**src/rtl/cnvtr_pkg.sv**
```systemverilog
// Shared types, sizes and fixed-point helpers for the convolution training engine.
// No dependencies; imported by the front end, queue, back end and top level.
package cnvtr_pkg;

   localparam int MAX_WIDTH        = 32;
   localparam int MAX_HEIGHT       = 32;
   localparam int MAX_KERNEL       = 5;
   localparam int MAX_IN_CHANNELS  = 4;
   localparam int MAX_OUT_CHANNELS = 8;

   localparam int PLANE_DEPTH  = MAX_WIDTH * MAX_HEIGHT * MAX_IN_CHANNELS;
   localparam int KERNEL_DEPTH = MAX_KERNEL * MAX_KERNEL * MAX_IN_CHANNELS * MAX_OUT_CHANNELS;
   localparam int PA_W         = $clog2(PLANE_DEPTH);
   localparam int KA_W         = $clog2(KERNEL_DEPTH);
   localparam int ACC_W        = 72;
   localparam int WIDE_W       = 73;
   localparam int FIFO_DEPTH   = 2;

   localparam logic [5:0]  RESET_WIDTH  = 6'd32;
   localparam logic [5:0]  RESET_HEIGHT = 6'd32;
   localparam logic [2:0]  RESET_KERNEL = 3'd3;
   localparam logic [2:0]  RESET_NIN    = 3'd1;
   localparam logic [3:0]  RESET_NOUT   = 4'd1;
   localparam logic [15:0] RESET_RATE   = 16'd655;

   typedef enum logic [2:0] {
      OP_WR_WEIGHT   = 3'd0,
      OP_WR_INPUT    = 3'd1,
      OP_RD_OUTPUT   = 3'd2,
      OP_ADD_GRAD    = 3'd3,
      OP_RD_CLR_GRAD = 3'd4,
      OP_TRAIN       = 3'd5
   } op_type;

   typedef enum logic [1:0] {
      ST_OK     = 2'd0,
      ST_RANGE  = 2'd1,
      ST_KERNEL = 2'd2
   } status_type;

   typedef enum logic [2:0] {
      REG_WIDTH  = 3'd0,
      REG_HEIGHT = 3'd1,
      REG_KERNEL = 3'd2,
      REG_NIN    = 3'd3,
      REG_NOUT   = 3'd4,
      REG_RATE   = 3'd5
   } reg_type;

   typedef struct packed {
      logic [5:0]  w;
      logic [5:0]  h;
      logic [2:0]  k;
      logic [2:0]  nin;
      logic [3:0]  nout;
      logic [15:0] rate;
      logic [4:0]  kk;
      logic [7:0]  kstep;
      logic [10:0] wh;
      logic [10:0] oplane;
      logic [5:0]  oh;
      logic [9:0]  nw;
      logic [12:0] ni;
      logic [13:0] no;
      logic        kbig;
   } cfg_type;

   typedef struct packed {
      logic [2:0]         op;
      logic [12:0]        index;
      logic signed [31:0] value;
      logic [1:0]         status;
   } cmd_type;

   localparam logic signed [WIDE_W-1:0] SAT_HI = WIDE_W'(32'sh7fffffff);
   localparam logic signed [WIDE_W-1:0] SAT_LO = WIDE_W'(32'sh80000000);
   localparam logic signed [WIDE_W-1:0] HALF   = WIDE_W'(32'sh00008000);

   function automatic logic signed [31:0] sat32(input logic signed [WIDE_W-1:0] v);
      logic signed [31:0] r;
      if (v > SAT_HI) r = 32'sh7fffffff;
      else if (v < SAT_LO) r = 32'sh80000000;
      else r = v[31:0];
      return r;
   endfunction

   // Q15.16 round to nearest, ties up, then saturate
   function automatic logic signed [31:0] rnd_sat(input logic signed [WIDE_W-1:0] p);
      logic signed [WIDE_W-1:0] s;
      s = p + HALF;
      return sat32(s >>> 16);
   endfunction

   function automatic logic signed [31:0] sadd(input logic signed [31:0] a,
                                               input logic signed [31:0] b);
      return sat32(WIDE_W'(a) + WIDE_W'(b));
   endfunction

endpackage

```
**src/rtl/cnvtr_fifo.sv**
```systemverilog
// Two-entry command queue between front end and execution back end.
// Depends on cnvtr_pkg.
module cnvtr_fifo (
   input  logic               clock,
   input  logic               reset,
   input  logic               push_valid,
   output logic               push_ready,
   input  cnvtr_pkg::cmd_type push_data,
   output logic               pop_valid,
   input  logic               pop_ready,
   output cnvtr_pkg::cmd_type pop_data
);
   import cnvtr_pkg::*;

   localparam int PTR_W = $clog2(FIFO_DEPTH);

   cmd_type            mem_ff [FIFO_DEPTH];
   logic [PTR_W-1:0]   wr_ptr_ff, wr_ptr_in, rd_ptr_ff, rd_ptr_in;
   logic [PTR_W:0]     count_ff, count_in;
   logic               push_fire, pop_fire;

   assign push_ready = count_ff != (PTR_W+1)'(FIFO_DEPTH);
   assign pop_valid  = count_ff != '0;
   assign push_fire  = push_valid && push_ready;
   assign pop_fire   = pop_valid && pop_ready;
   assign pop_data   = mem_ff[rd_ptr_ff];

   always_comb begin
      wr_ptr_in = push_fire ? wr_ptr_ff + PTR_W'(1) : wr_ptr_ff;
      rd_ptr_in = pop_fire ? rd_ptr_ff + PTR_W'(1) : rd_ptr_ff;
      count_in  = count_ff + (PTR_W+1)'(push_fire) - (PTR_W+1)'(pop_fire);
   end

   always_ff @(posedge clock) begin
      if (reset) begin
         wr_ptr_ff <= '0;
         rd_ptr_ff <= '0;
         count_ff  <= '0;
      end else begin
         wr_ptr_ff <= wr_ptr_in;
         rd_ptr_ff <= rd_ptr_in;
         count_ff  <= count_in;
      end
      if (push_fire) begin
         mem_ff[wr_ptr_ff] <= push_data;
      end
   end
endmodule

```
**config.mk**
```make
export PLATFORM = sky130hd
export DESIGN_NAME = cnvtr_fifo
export DESIGN_NICKNAME = d
export VERILOG_FILES = /design/src/rtl/cnvtr_pkg.sv /design/src/rtl/cnvtr_fifo.sv
export SDC_FILE = /design/constraint.sdc
export NUM_CORES = 1
export LEC_CHECK = 0
export BUFFER_PORTS_ARGS = -buffer_cell sky130_fd_sc_hd__buf_2
export CAP_MARGIN = 10
export CORE_ASPECT_RATIO = 2
export CORE_MARGIN = 2
export CORE_UTILIZATION = 41
export DETAILED_ROUTE_END_ITERATION = 7
export GPL_TIMING_DRIVEN = 0
export PLACE_DENSITY = 0.65
export SLEW_MARGIN = 25
export SYNTH_ARGS = -nofsm -noshare
export SYNTH_HDL_FRONTEND = slang
export SYNTH_SLANG_ARGS = --single-unit
```
**constraint.sdc**
```tcl
create_clock -name clock -period 5.09 [get_ports clock]
set_input_delay 0.509 -clock clock [delete_from_list [all_inputs] [get_ports clock]]
set_output_delay 0.509 -clock clock [all_outputs]
set_load 0.02 [all_outputs]
```
**Word level (Yosys, flattened, before mapping)**

Memories as Yosys holds them, arrays and structs flattened. A register that Yosys moved wholly into a read port is not among the register bits.
Index checks and enable logic that the tools add are counted.

- Add/subtract/negate cells: 4
- Equality and inequality tests: 1
- Muxes and demuxes: 4
- Reductions and logical operators: 3

Operator list:

| cell | count |
|---|---|
| $mux 1 | 4 |
| $add 1x1->1 const B | 2 |
| $add 2x1->2 | 1 |
| $logic_and 1x1->1 | 2 |
| $ne 2x2->1 const B | 1 |
| $reduce_bool 2->1 | 1 |
| $sub 2x1->2 | 1 |

- Register bits after elaboration: 4
- RAM bits: 100
- Bits of input ports: 54
- Output and inout bits: 52
- Word-level logic and storage cells: 16
- Memories: 1

Memories:

| name | depth | bits a word | read ports | clocked after Yosys merged registers in | wr ports | RTL line | text |
|---|---|---|---|---|---|---|---|
| mem_ff | 2 | 50 | 1 | 1 | 1 | cnvtr_fifo.sv:17 | `cmd_type mem_ff [FIFO_DEPTH];` |

**Depth between registers and ports, before layout**

- Depth after elaboration: 4
- Mapped depth: 6
- Depth with buffers taken out: 6

**Least setup slack after synthesis**

No wires, ideal clock.

- Path type: reg-to-reg
- From: reg count_ff[0]
- To: mem mem_ff[1][0] (netlist bit), enable pin
- Library setup time: 413 ps
- Arrival: 1984 ps
- Data required time: 4677 ps
- Slack: 2693 ps
- Cell stages (with the launch flop): 3
- Path buffers: 0
- Period minus slack after synthesis: 2397 ps
- Cells stage by stage: dfxtp_1 nand2b_1 and3_1

- Longest elaborated chain between the ends: 4

Ends and longest elaborated chain:

| element | RTL line | text |
|---|---|---|
| start: declaration | cnvtr_fifo.sv:19 | `logic [PTR_W:0] count_ff, count_in;` |
| start signal: assignment | cnvtr_fifo.sv:42 | `count_ff <= count_in;` |
| $ne 2x2->1 | cnvtr_fifo.sv:22 | `assign push_ready = count_ff != (PTR_W+1)'(FIFO_DEPTH);` |
| named net push_ready | cnvtr_fifo.sv:7 | `output logic push_ready,` |
| $logic_and 1x1->1 | cnvtr_fifo.sv:24 | `assign push_fire = push_valid && push_ready;` |
| $mux 1 | cnvtr_fifo.sv:44 | `if (push_fire) begin` |
| $mux 1 (implied by the code) | cnvtr_fifo.sv:45 | `mem_ff[wr_ptr_ff] <= push_data;` |
| end: declaration | cnvtr_fifo.sv:17 |  |

The timed path passes the listed nets, and every way through them passes these cells.

==> impl_metrics.toml <==
[timing]
grt_setup_unrepaired = "false"
relSlewSlack = 0.548
hold_violations = 0
slew_violations = 0
period_minus_slack_ps = 2190
tns_ps = 0
skew_ps = 4.60
max_freq_mhz = 457
worst_pin_slew_ps = 677
setup_slack_ps = 2900
period_share = 0.430
setup_viol = 0

[yosys]
synthCells = 185
synth_top_area_frac = 0.779
synth-edff-count = 100
ys_types = 23
syn-num-nets = 240
syn_avg_cell_area_sq_um = 20.8
synth_area_leaders = "edfxtp_1, mux2_2, dfxtp_1"
synth_area_sq_um = 3850
ys_seq_area_frac = 0.805
ys.warnings.count = 0
synthFlopType = "edfxtp_1"
synth_largest_area_cell = "edfxtp_1"
synthArstFlopShare = 0
synth_seq_cells = 105

[critical_path]
timing.rr.start = "count_ff[0]"
start_kind = "register"
worst_ep_required_time_ps = 4580
ff2ff_setup_slack_ps = 3340
critPathCaptureType = "primary output"
critical_path_class = "register to primary output"
cp.arrival_ps = 1680
r2r_cells = 3
worst-path-max-fanout = 10
r2r-end = "mem_ff[0][37]"

[pwr]
power_density_nw_per_um2 = 487
ir_worst_vdd_mv = 0.258
power.leakage_nw = 1.85
power_mw = 2.37

[detailed_routing]
num_vias = 2018
drc = 0
first_pass_iters = 4
viasPerCell = 4.91
drt_iter0_markers = 94
drt_wl_total_um = 6610
ant_nets = 0
wl_per_cell_um = 16.1

[cts]
cts_buffer_depth = 2
worstSkewPairLatency_ps = 330
cts-root-buf = "clkbuf_16"
cts_tree = "yes"
cts_setup_buffers = 0
cts_buffers = 9
cts.sinks = 105
hold_buffers = 0
ctsResizeCount = 0
path_clk_slew_ps = 70
cts_max_level = 3

[placement]
place_ws_ps = 3210
port_buffers = 105
dp_hpwl_um = 4530
placedCellCount = 395
finalWeightedCongestion = 0.709

[final_layout]
fin_cells = 411
fillers = 785
final_util = 0.527
layout.nets = 357
diodes = 0
layout-drive-gt1-share = 0.577
syn2layout_area_growth_pct = 26.7

[floorplanning]
die_h_um = 141
io_pins = 106
core_sq_um = 9260
fp.dieArea_sq_um = 10200
rows = 50
initial_utilization = 0.416
die_x_um = 72.5

[grt]
grt_overflow = 0
grt_usage = 0.132
grt_pass1_vias = 2106
grt_pass1_wl_um = 9940
grt_max_degree = 51
antenna_found_initial = 0

[status]
status = "finished clean"

[hold_path]
holdCritPathClass = "primary input to register"
hold_end = "mem_ff[1][9]"
hold_path.startpoint = "push_data[9]"
whs_path_depth = 1

[run]
maxCapViolations = 0
## worst max-delay path, cell delays in order (launching register included)
cell	delay, ps
dfxtp_1	310
clkbuf_1	200
buf_2	310
mux2_2	370
buf_2	160
## Yosys cell counts, drive strengths merged (2+ instances only)
| master | number |
|---|---|
| mux2 | 51 |
| buf | 5 |
| nor2b | 2 |
| edfxtp | 100 |
| a21bo | 2 |
| o21ai | 2 |
| nor2 | 5 |
| dfxtp | 5 |
## report_power, final
group | total [mW] | switching, mW | internal [mW] | leakage, nW
clock | 0.761 | 0.281 | 0.480 | 0.162
sequential | 1.08 | 0.0258 | 1.05 | 0.977
combinational | 0.537 | 0.319 | 0.218 | 0.707
## cells by family (layout without fill, tap and decap cells)
family                   Yosys count  after routing  synth area share
flip-flops                       105            105             0.805
multiplexers                      51             51             0.149
AND/OR/NAND/NOR                   13             13            0.0182
AO/OA/AOI/OAI                      7              7            0.0133
buffers and inverters              7            129           0.00844
adder cells (fa/ha/maj)            1              1           0.00325
XOR/XNOR                           1              1           0.00227
## state kept, by name, indices dropped and copies added (netlist names), named ones only
name	cells
rd_ptr_ff	1
count_ff	2
wr_ptr_ff	1
mem_ff	100
## cells in the final DEF, fill, tap and decap left out, types with 2 or more instances in the layout
master	synthesis	routed
buf_2	5	110
nor2b_1	2	2
nor2_1	5	5
mux2_1	5	5
bufinv_16	0	3
edfxtp_1	100	100
clkbuf_16	0	9
o21ai_0	2	2
clkinvlp_4	0	2
dfxtp_1	5	5
mux2_2	46	46
## layer usage
layer	up-vias	track usage	wire, um
met5	-	0	0
met4	0	0.0634	74
met3	4	0.0372	315
met2	66	0.242	4020
met1	991	0.131	2200
li1	957	-	-
## final cells by class
cell class,count,area [sq um],area share
flip-flops and latches,105,3100,0.636
multi-input cells,73,722,0.148
plain buffers,6,28.8,0.00590
repair buffers,106,546,0.112
well taps,104,130,0.0267
clock buffers,9,225,0.0462
clock inverters,7,119,0.0244
inverters,1,6.26,0.00128
## per-stage QoR
| stage | instance area, sq um | hold WS (ps) |
|---|---|---|
| after global placement | 4510 | 488 |
| after floorplan | 3850 | 472 |
| after global routing | 4880 | 346 |
| after CTS | 4880 | 345 |
| final | 4880 | 361 |
| after detailed placement | 4540 | 511 |
## worst max-delay path by stage
stage,start,end,slack (ps)
final,register,pop_data[46],2900
after global routing,register,pop_data[11],2770
after CTS,register,pop_data[46],2840
after detailed placement,register,pop_data[46],3210
after global placement,push_valid,mem_ff[1][43],2100
after floorplan,count_ff[0],mem_ff[1][0],2690
No activity file was read; power rests on OpenSTA's default activity.
