[config.mk]
export PLATFORM = sky130hd
export DESIGN_NAME = cnvtr_front_flat
export DESIGN_NICKNAME = d
export VERILOG_FILES = /design/src/rtl/cnvtr_pkg.sv /design/src/rtl/cnvtr_if.sv /design/src/rtl/cnvtr_front.sv /design/src/flat_wrapper.sv
export SDC_FILE = /design/constraint.sdc
export NUM_CORES = 1
export LEC_CHECK = 0
export BUFFER_PORTS_ARGS = -buffer_cell sky130_fd_sc_hd__buf_4
export CORE_ASPECT_RATIO = 1.2
export CORE_MARGIN = 8
export CORE_UTILIZATION = 56
export CTS_CLUSTER_DIAMETER = 100
export DETAILED_ROUTE_END_ITERATION = 12
export HOLD_SLACK_MARGIN = 0.06
export PLACE_DENSITY = 0.82
export SKIP_CTS_REPAIR_TIMING = 1
export SYNTH_ARGS = -nofsm -noshare
export SYNTH_HDL_FRONTEND = slang
export SYNTH_SLANG_ARGS = --single-unit
[constraint.sdc]
create_clock -name clock -period 10.2 [get_ports clock]
set_input_delay 1.53 -clock clock [delete_from_list [all_inputs] [get_ports clock]]
set_output_delay 1.53 -clock clock [all_outputs]
set_load 0.01 [all_outputs]
[src/rtl/cnvtr_pkg.sv]
// Shared types, sizes and fixed-point helpers for the convolution training engine.
// No dependencies; imported by the front end, queue, back end and top level.
package cnvtr_pkg;

   localparam int MAX_WIDTH        = 32;
   localparam int MAX_HEIGHT       = 32;
   localparam int MAX_KERNEL       = 5;
   localparam int MAX_IN_CHANNELS  = 4;
   localparam int MAX_OUT_CHANNELS = 8;

   localparam int PLANE_DEPTH  = MAX_WIDTH * MAX_HEIGHT * MAX_IN_CHANNELS;
   localparam int KERNEL_DEPTH = MAX_KERNEL * MAX_KERNEL * MAX_IN_CHANNELS * MAX_OUT_CHANNELS;
   localparam int PA_W         = $clog2(PLANE_DEPTH);
   localparam int KA_W         = $clog2(KERNEL_DEPTH);
   localparam int ACC_W        = 72;
   localparam int WIDE_W       = 73;
   localparam int FIFO_DEPTH   = 2;

   localparam logic [5:0]  RESET_WIDTH  = 6'd32;
   localparam logic [5:0]  RESET_HEIGHT = 6'd32;
   localparam logic [2:0]  RESET_KERNEL = 3'd3;
   localparam logic [2:0]  RESET_NIN    = 3'd1;
   localparam logic [3:0]  RESET_NOUT   = 4'd1;
   localparam logic [15:0] RESET_RATE   = 16'd655;

   typedef enum logic [2:0] {
      OP_WR_WEIGHT   = 3'd0,
      OP_WR_INPUT    = 3'd1,
      OP_RD_OUTPUT   = 3'd2,
      OP_ADD_GRAD    = 3'd3,
      OP_RD_CLR_GRAD = 3'd4,
      OP_TRAIN       = 3'd5
   } op_type;

   typedef enum logic [1:0] {
      ST_OK     = 2'd0,
      ST_RANGE  = 2'd1,
      ST_KERNEL = 2'd2
   } status_type;

   typedef enum logic [2:0] {
      REG_WIDTH  = 3'd0,
      REG_HEIGHT = 3'd1,
      REG_KERNEL = 3'd2,
      REG_NIN    = 3'd3,
      REG_NOUT   = 3'd4,
      REG_RATE   = 3'd5
   } reg_type;

   typedef struct packed {
      logic [5:0]  w;
      logic [5:0]  h;
      logic [2:0]  k;
      logic [2:0]  nin;
      logic [3:0]  nout;
      logic [15:0] rate;
      logic [4:0]  kk;
      logic [7:0]  kstep;
      logic [10:0] wh;
      logic [10:0] oplane;
      logic [5:0]  oh;
      logic [9:0]  nw;
      logic [12:0] ni;
      logic [13:0] no;
      logic        kbig;
   } cfg_type;

   typedef struct packed {
      logic [2:0]         op;
      logic [12:0]        index;
      logic signed [31:0] value;
      logic [1:0]         status;
   } cmd_type;

   localparam logic signed [WIDE_W-1:0] SAT_HI = WIDE_W'(32'sh7fffffff);
   localparam logic signed [WIDE_W-1:0] SAT_LO = WIDE_W'(32'sh80000000);
   localparam logic signed [WIDE_W-1:0] HALF   = WIDE_W'(32'sh00008000);

   function automatic logic signed [31:0] sat32(input logic signed [WIDE_W-1:0] v);
      logic signed [31:0] r;
      if (v > SAT_HI) r = 32'sh7fffffff;
      else if (v < SAT_LO) r = 32'sh80000000;
      else r = v[31:0];
      return r;
   endfunction

   // Q15.16 round to nearest, ties up, then saturate
   function automatic logic signed [31:0] rnd_sat(input logic signed [WIDE_W-1:0] p);
      logic signed [WIDE_W-1:0] s;
      s = p + HALF;
      return sat32(s >>> 16);
   endfunction

   function automatic logic signed [31:0] sadd(input logic signed [31:0] a,
                                               input logic signed [31:0] b);
      return sat32(WIDE_W'(a) + WIDE_W'(b));
   endfunction

endpackage

[src/rtl/cnvtr_if.sv]
// Channel interfaces: request, response and register-write channels.
// Depends on nothing; payload widths follow the field list.
interface cnvtr_req_if;
   logic               valid;
   logic               ready;
   logic [2:0]         opcode;
   logic [12:0]        index;
   logic signed [31:0] value;
   modport source(output valid, opcode, index, value, input ready);
   modport sink(input valid, opcode, index, value, output ready);
endinterface


interface cnvtr_csr_if;
   logic        valid;
   logic        ready;
   logic [2:0]  index;
   logic [15:0] data;
   modport source(output valid, index, data, input ready);
   modport sink(input valid, index, data, output ready);
endinterface

[src/rtl/cnvtr_front.sv]
// Front end: configuration registers, derived sizes, request classification.
// Depends on cnvtr_pkg and cnvtr_if.
module cnvtr_front (
   input  logic              clock,
   input  logic              reset,
   cnvtr_req_if.sink         req_ch,
   cnvtr_csr_if.sink         csr_ch,
   output logic              push_valid,
   input  logic              push_ready,
   output cnvtr_pkg::cmd_type push_data,
   output cnvtr_pkg::cfg_type cfg
);
   import cnvtr_pkg::*;

   logic [5:0]  w_ff, w_in, h_ff, h_in;
   logic [2:0]  k_ff, k_in, nin_ff, nin_in;
   logic [3:0]  nout_ff, nout_in;
   logic [15:0] rate_ff, rate_in;
   logic        hold_ff;
   cfg_type     cfg_ff, cfg_in;
   logic        csr_fire;
   logic [5:0]  ow;
   logic [1:0]  st;

   assign csr_ch.ready = 1'b1;
   assign csr_fire     = csr_ch.valid;

   always_comb begin
      w_in    = w_ff;
      h_in    = h_ff;
      k_in    = k_ff;
      nin_in  = nin_ff;
      nout_in = nout_ff;
      rate_in = rate_ff;
      if (csr_fire) begin
         unique case (csr_ch.index)
            REG_WIDTH: begin
               w_in = csr_ch.data[5:0];
               if (w_in == 6'd0) w_in = 6'd1;
               else if (w_in > 6'(MAX_WIDTH)) w_in = 6'(MAX_WIDTH);
            end
            REG_HEIGHT: begin
               h_in = csr_ch.data[5:0];
               if (h_in == 6'd0) h_in = 6'd1;
               else if (h_in > 6'(MAX_HEIGHT)) h_in = 6'(MAX_HEIGHT);
            end
            REG_KERNEL: begin
               k_in = csr_ch.data[2:0];
               if (k_in == 3'd0) k_in = 3'd1;
               else if (k_in > 3'(MAX_KERNEL)) k_in = 3'(MAX_KERNEL);
            end
            REG_NIN: begin
               nin_in = csr_ch.data[2:0];
               if (nin_in == 3'd0) nin_in = 3'd1;
               else if (nin_in > 3'(MAX_IN_CHANNELS)) nin_in = 3'(MAX_IN_CHANNELS);
            end
            REG_NOUT: begin
               nout_in = csr_ch.data[3:0];
               if (nout_in == 4'd0) nout_in = 4'd1;
               else if (nout_in > 4'(MAX_OUT_CHANNELS)) nout_in = 4'(MAX_OUT_CHANNELS);
            end
            REG_RATE: rate_in = csr_ch.data;
            default: ;
         endcase
      end
   end

   always_comb begin
      ow            = w_ff - 6'(k_ff) + 6'd1;
      cfg_in.w      = w_ff;
      cfg_in.h      = h_ff;
      cfg_in.k      = k_ff;
      cfg_in.nin    = nin_ff;
      cfg_in.nout   = nout_ff;
      cfg_in.rate   = rate_ff;
      cfg_in.kk     = 5'(k_ff) * 5'(k_ff);
      cfg_in.kstep  = 8'(nout_ff) * 8'(cfg_in.kk);
      cfg_in.wh     = 11'(w_ff) * 11'(h_ff);
      cfg_in.oh     = h_ff - 6'(k_ff) + 6'd1;
      cfg_in.oplane = 11'(ow) * 11'(cfg_in.oh);
      cfg_in.nw     = 10'(nin_ff) * 10'(cfg_in.kstep);
      cfg_in.ni     = 13'(cfg_in.wh) * 13'(nin_ff);
      cfg_in.no     = 14'(cfg_in.oplane) * 14'(nout_ff);
      cfg_in.kbig   = (6'(k_ff) > w_ff) || (6'(k_ff) > h_ff);
   end

   always_ff @(posedge clock) begin
      if (reset) begin
         w_ff    <= RESET_WIDTH;
         h_ff    <= RESET_HEIGHT;
         k_ff    <= RESET_KERNEL;
         nin_ff  <= RESET_NIN;
         nout_ff <= RESET_NOUT;
         rate_ff <= RESET_RATE;
         hold_ff <= 1'b1;
      end else begin
         w_ff    <= w_in;
         h_ff    <= h_in;
         k_ff    <= k_in;
         nin_ff  <= nin_in;
         nout_ff <= nout_in;
         rate_ff <= rate_in;
         hold_ff <= csr_fire;
      end
      cfg_ff <= cfg_in;
   end

   // kernel-size check, then range check per opcode
   always_comb begin
      st = ST_OK;
      if (cfg_ff.kbig) begin
         st = ST_KERNEL;
      end else begin
         unique case (req_ch.opcode)
            OP_WR_WEIGHT:
               if (14'(req_ch.index) >= 14'(cfg_ff.nw)) st = ST_RANGE;
            OP_WR_INPUT, OP_RD_CLR_GRAD:
               if (14'(req_ch.index) >= 14'(cfg_ff.ni)) st = ST_RANGE;
            OP_RD_OUTPUT, OP_ADD_GRAD:
               if (14'(req_ch.index) >= cfg_ff.no) st = ST_RANGE;
            default: st = ST_OK;
         endcase
      end
   end

   assign req_ch.ready     = push_ready && !hold_ff;
   assign push_valid       = req_ch.valid && !hold_ff;
   assign push_data.op     = req_ch.opcode;
   assign push_data.index  = req_ch.index;
   assign push_data.value  = req_ch.value;
   assign push_data.status = st;
   assign cfg              = cfg_ff;
endmodule

[src/flat_wrapper.sv]
// flat-port wrapper written by rule: the top's interface ports become plain ports
module cnvtr_front_flat import cnvtr_pkg::*;
  (clock, reset, push_valid, push_ready, push_data, cfg, req_ch_valid, req_ch_opcode, req_ch_index, req_ch_value, req_ch_ready, csr_ch_valid, csr_ch_index, csr_ch_data, csr_ch_ready);
  cnvtr_req_if req_ch_i ();
  cnvtr_csr_if csr_ch_i ();
  input  logic clock;
  input  logic reset;
  output logic push_valid;
  input  logic push_ready;
  output cnvtr_pkg::cmd_type push_data;
  output cnvtr_pkg::cfg_type cfg;
  input wire logic [$bits(req_ch_i.valid)-1:0] req_ch_valid;
  input wire logic [$bits(req_ch_i.opcode)-1:0] req_ch_opcode;
  input wire logic [$bits(req_ch_i.index)-1:0] req_ch_index;
  input wire logic [$bits(req_ch_i.value)-1:0] req_ch_value;
  output wire logic [$bits(req_ch_i.ready)-1:0] req_ch_ready;
  input wire logic [$bits(csr_ch_i.valid)-1:0] csr_ch_valid;
  input wire logic [$bits(csr_ch_i.index)-1:0] csr_ch_index;
  input wire logic [$bits(csr_ch_i.data)-1:0] csr_ch_data;
  output wire logic [$bits(csr_ch_i.ready)-1:0] csr_ch_ready;
  assign req_ch_i.valid = req_ch_valid;
  assign req_ch_i.opcode = req_ch_opcode;
  assign req_ch_i.index = req_ch_index;
  assign req_ch_i.value = req_ch_value;
  assign req_ch_ready = req_ch_i.ready;
  assign csr_ch_i.valid = csr_ch_valid;
  assign csr_ch_i.index = csr_ch_index;
  assign csr_ch_i.data = csr_ch_data;
  assign csr_ch_ready = csr_ch_i.ready;
  cnvtr_front u_core (.clock(clock), .reset(reset), .req_ch(req_ch_i), .csr_ch(csr_ch_i), .push_valid(push_valid), .push_ready(push_ready), .push_data(push_data), .cfg(cfg));
endmodule
* After elaboration in Yosys (flattened, before gate mapping)
Cells that the tools add are included.
Word-level totals: input port bits 72, output and inout port bits 170, bits in registers 156, word-level logic and storage cells 81
Operators by class: mux-type cells 13, order comparisons 9, add/sub/neg operators 4, eq/ne operators 9, reduce and logical (&&, ||, !) cells 17, multiply operators 7
Operator list (number):
- $mul 6x6->11 | 2
- $ge 13x14->1 | 1
- $mul 11x4->14 | 1
- $ge 13x10->1 | 1
- $ge 13x13->1 | 1
- $mul 11x3->13 | 1
- $add 6x1->6 const B | 2
- $eq 3x2->1 const B | 4
- $gt 3x6->1 | 2
- $mux 3 | 4
- $mux 6 | 2
- $reduce_and 2->1 | 6
- $sub 6x3->6 | 2
- $mul 3x8->10 | 1
- $eq 3x3->1 const B | 3
- $logic_not 3->1 | 3
- $mul 4x5->8 | 1
- $mux 4 | 2
- $eq 3x1->1 const B | 2
- $gt 3x3->1 const B | 2
- $gt 6x6->1 const B | 1
- $logic_not 6->1 | 1
- $pmux 2 s3 | 1
- $mul 3x3->5 | 1
- other kinds (8) | 12

* Longest topological paths before layout
depth in word-level cells 4, gate-level depth with buffers 33

* Worst setup path before layout
OpenSTA, ideal clock, no wires.
path type reg-to-reg, from register u_core.h_ff[1], to register u_core.cfg_ff, in the netlist u_core.cfg[14], path slack 2.886 ns, arrival time 7.184 ns, stages on the path, launching flop included 33, period minus slack after synthesis 7.314 ns, path through dfxtp_1 -> inv_1 -> ha_1 -> inv_1 -> ha_1 -> fa_1 -> a21o_1 -> a21oi_1 -> xnor2_1 -> inv_1 -> nand2_1 -> fa_1 -> fa_1 -> inv_1 -> fa_1 -> ha_1 -> nand2_1 -> nand2_1 -> a21oi_1 -> o21bai_1 -> a21oi_1 -> xnor2_1 -> nand2_1 -> fa_1 -> fa_1 -> inv_1 -> ha_1 -> inv_1 -> o21bai_1 -> a41o_1 -> a21o_1 -> a21oi_2 -> xnor3_1
RTL lines:
- from (decl) | line cnvtr_front.sv:15 | logic [5:0] w_ff, w_in, h_ff, h_in;
- from (signal assigned) | line cnvtr_front.sv:98 | h_ff <= h_in;
- to (signal assigned) | line cnvtr_front.sv:105 | cfg_ff <= cfg_in;
- to (decl) | line cnvtr_front.sv:20 | cfg_type cfg_ff, cfg_in;

==> reports/results.ini <==
[clock_tree]
htreeDepth = 4
clockBufferDepth = 2
cts-buffers-inserted = 17
clk_latency_ps = 430
cts.sinks = 154
cts_root_buf = clkbuf_16
cts.reportedPaths.clkPinSlew_ps = 60
tritoncts = built

[global_routing]
use_met2_pct = 39.83
grt_overflow = 0
top_usage_layer = met2
grt_util_met3_pct = 6.550
grtUsageTotal_pct = 22.04
grt_start_max_net_pins = 40
grt_pass1_vias = 8548
grt_pass1_wl_mm = 41.30
grt_util_met1_pct = 21.86
antenna_found_initial = 0

[sta]
worst_pin_slew_ps = 1217
skew_ps = 9.398
slew_viol_final = 0
fin_tns_setup_ps = 0
fin_crit_sh_pct = 79.48
max_slew_margin_pct = 18.22
finalSetupViolations = 0
timing.fmax_mhz = 123.3
finalHoldViolations = 0
layout_setup_ws_ps = 2093
fin_crit_ps = 8107
whs_ps = 348.2
rsz0062_at_grt = false

[yosys]
synthSimpleGateAreaFrac_pct = 15.97
yosysTopAreaCellShare_pct = 28.95
synth-seq-cells = 154
syn-num-nets = 1463
synth_edf_count = 0
synth_compound_area_share_pct = 7.791
ys_top_cells_by_area = dfxtp_1, ha_1, fa_1
synth_ff_type = dfxtp_1
synth-xor-area-share_pct = 4.783
synth_top_family_by_area = adder cells
post_synth_fa_ha_maj_area_fraction_pct = 30.83
synth.avg_cell_area_um2 = 9.077
synth_cell_type_count = 48
syn_area_mm2 = 0.01065
ys_seq_area_share_pct = 28.95
ys_async_sr_fraction_pct = 0
synth_mux_area_share_pct = 1.234
ys_warn_count = 0
synth_area_leader_cell = dfxtp_1
syn_inst = 1173

[floorplan]
fp.dieH_um = 167.1
die_width_um = 141.9
dieArea_mm2 = 0.02370
initial_utilization_pct = 56.68
placement_rows = 55
core_region_area_mm2 = 0.01879
io_pins = 242

[worst_setup_path]
regToRegStartpoint = u_core.k_ff[0]
worstPathRequired_ps = 10500
crit_fanout = 10
cp.buffers_inverters = 6
crit_type = flip-flop to flip-flop
cp-start-kind = flip-flop
rrSetupSlack_ps = 2090
crit_family = adder cells
r2r-end = u_core.cfg[14]
worstRegToRegCells = 30
cp_data_arrival_time_ps = 8410
cpMaxStageDelayCell = fa_1
crit_path_end_kind = flip-flop
critPathMaxStageDelay_ps = 540

[min_path]
hold_start = u_core.rate_ff[8]
hp-class = flip-flop to flip-flop
whs_path_depth = 0
whs_endpoint = u_core.cfg[87]

[power_and_ir_drop]
power.leakage_uw = 0.006323
power_frac_comb_pct = 41.8
p_switching_uw = 838.3
powerDensity_mw_per_mm2 = 188.7
p_clk_share_pct = 28.3
p_seq_share_pct = 29.9
switching_share_pct = 35.72
vdd_drop_max_mv = 0.1321
total_power_uw = 2347
internal_power_uw = 1509

[route]
vias_per_cell = 5.152
ant_nets = 0
drc = 0
firstDrtPassIters = 5
vias = 8052
routedWlPerCell_um = 16.51
drtIter0Drc = 474
routed_wl_mm = 25.80

[cells_and_area]
post_route_cells_drive_above_1_share_pct = 16.07
fill_cells = 1514
antenna_cells = 0
final_nets = 1586
syn2layout_area_growth_pct = 16.79

[outcome]
outcome = finished, final reports clean

[placed_design]
dpl.hpwl_mm = 20.64
place_ws_ps = 2191
portBuffers = 175
gp_congestion = 0.9233

[run]
drv_cap = 0

## Yosys cell counts, types with 2 or more instances
cell / n
inv_1: 171
dfxtp_1: 154
nand2_1: 149
ha_1: 144
fa_1: 74
nor2_1: 65
a21oi_1: 56
buf_4: 52
and2_1: 51
xnor2_1: 37
nor2b_1: 22
clkbuf_1: 18
o21ai_0: 18
a21o_1: 16
xor2_1: 16
nand2b_1: 14
and3_1: 13
mux2i_1: 12
a211o_1: 9
nand3_1: 9
nand3b_1: 9
nor3_1: 8
o21bai_1: 7
o21a_1: 6
nand4_1: 4
nor3b_1: 4
a31oi_1: 3
o211ai_1: 3
o311ai_0: 3
or2_2: 3
a21boi_0: 2
conb_1: 2
nand4b_1: 2
or4_1: 2
xnor3_1: 2
## area by class of cell
class                      count  area (um2)  area share [%]
clock inverter                10       168.9           1.358
sequential                   154        3083           24.79
inverter                     171       641.9           5.161
clock buffer                  20       446.7           3.592
timing repair buffer         175        1314           10.56
multi-input combinational    777        6461           51.96
tap                          256       320.3           2.576
## placed cells by master, fill, tap and decap left out, types with 8 or more instances in the layout
| cell | n |
|---|---|
| nand2b_1 | 14 |
| a21o_1 | 16 |
| and3_1 | 13 |
| fa_1 | 74 |
| and2_1 | 51 |
| clkbuf_16 | 17 |
| a211o_1 | 9 |
| nor2_1 | 65 |
| xnor2_1 | 37 |
| a21oi_1 | 56 |
| nand3_1 | 9 |
| nor3_1 | 8 |
| nor2b_1 | 22 |
| ha_1 | 144 |
| o21ai_0 | 18 |
| inv_1 | 171 |
| dfxtp_1 | 154 |
| xor2_1 | 16 |
| buf_4 | 175 |
| mux2i_1 | 12 |
| nand3b_1 | 9 |
| nand2_1 | 149 |
## through the flow
step	util, %	cells	instance area [um2]
floorplan	-	1173	10650
global placement	62.92	1533	11820
detailed placement	62.92	1533	11820
CTS	66.19	1563	12440
global route	66.19	1563	12440
finish	66.19	1563	12440
## how the worst max path moves through the flow
| stage | start | endpoint | slack (ps) | depth (start not counted) |
|---|---|---|---|---|
| 5_1_grt | u_core.k_ff[0] | u_core.cfg[14] | 1710 | 30 |
| 6_report | u_core.k_ff[0] | u_core.cfg[14] | 2090 | 30 |
| 3_3_place_gp | u_core.h_ff[1] | u_core.cfg[14] | 2580 | 32 |
| 2_1_floorplan | u_core.h_ff[1] | u_core.cfg[14] | 2890 | 32 |
| 3_5_place_dp | u_core.k_ff[0] | u_core.cfg[14] | 2190 | 27 |
| 4_1_cts | u_core.k_ff[0] | u_core.cfg[14] | 2110 | 30 |
## logic make-up (layout without fill, tap and decap cells)
family          count (synthesis)  count (layout)
simple gates                  357             357
buf+inv                       242             376
fa+ha+maj                     218             218
flops                         154             154
compound gates                132             132
xor+xnor                       55              55
mux                            13              13
other cells                     2               2
## power by group through the flow
| stage | sequential [uW] | combinational (uW) | clock (uW) |
|---|---|---|---|
| after global routing | 707 | 1100 | 702 |
| after global placement | 716 | 918 | 0 |
| final | 702 | 980 | 665 |
| after detailed placement | 716 | 949 | 0 |
| after floorplan | 727 | 691 | 0 |
| after CTS | 703 | 980 | 675 |
## per-layer routing
| layer | up-vias | wire, um | share of wire [%] |
|---|---|---|---|
| met4 | 0 | 1214 | 4.7 |
| met1 | 3780 | 9525 | 37 |
| met5 | - | 0 | 0 |
| li1 | 3931 | - | - |
| met3 | 79 | 1748 | 6.8 |
| met2 | 262 | 13310 | 52 |
## flip-flops by register name, indices dropped and copies added (netlist names)
register and flops:
u_core.hold_ff 1, u_core.h_ff 6, u_core.w_ff 6, u_core.k_ff 3, u_core.nin_ff 3, u_core.rate_ff 16, u_core.cfg 115, u_core.nout_ff 4
Note: power is estimated with default switching activity, not from simulation.
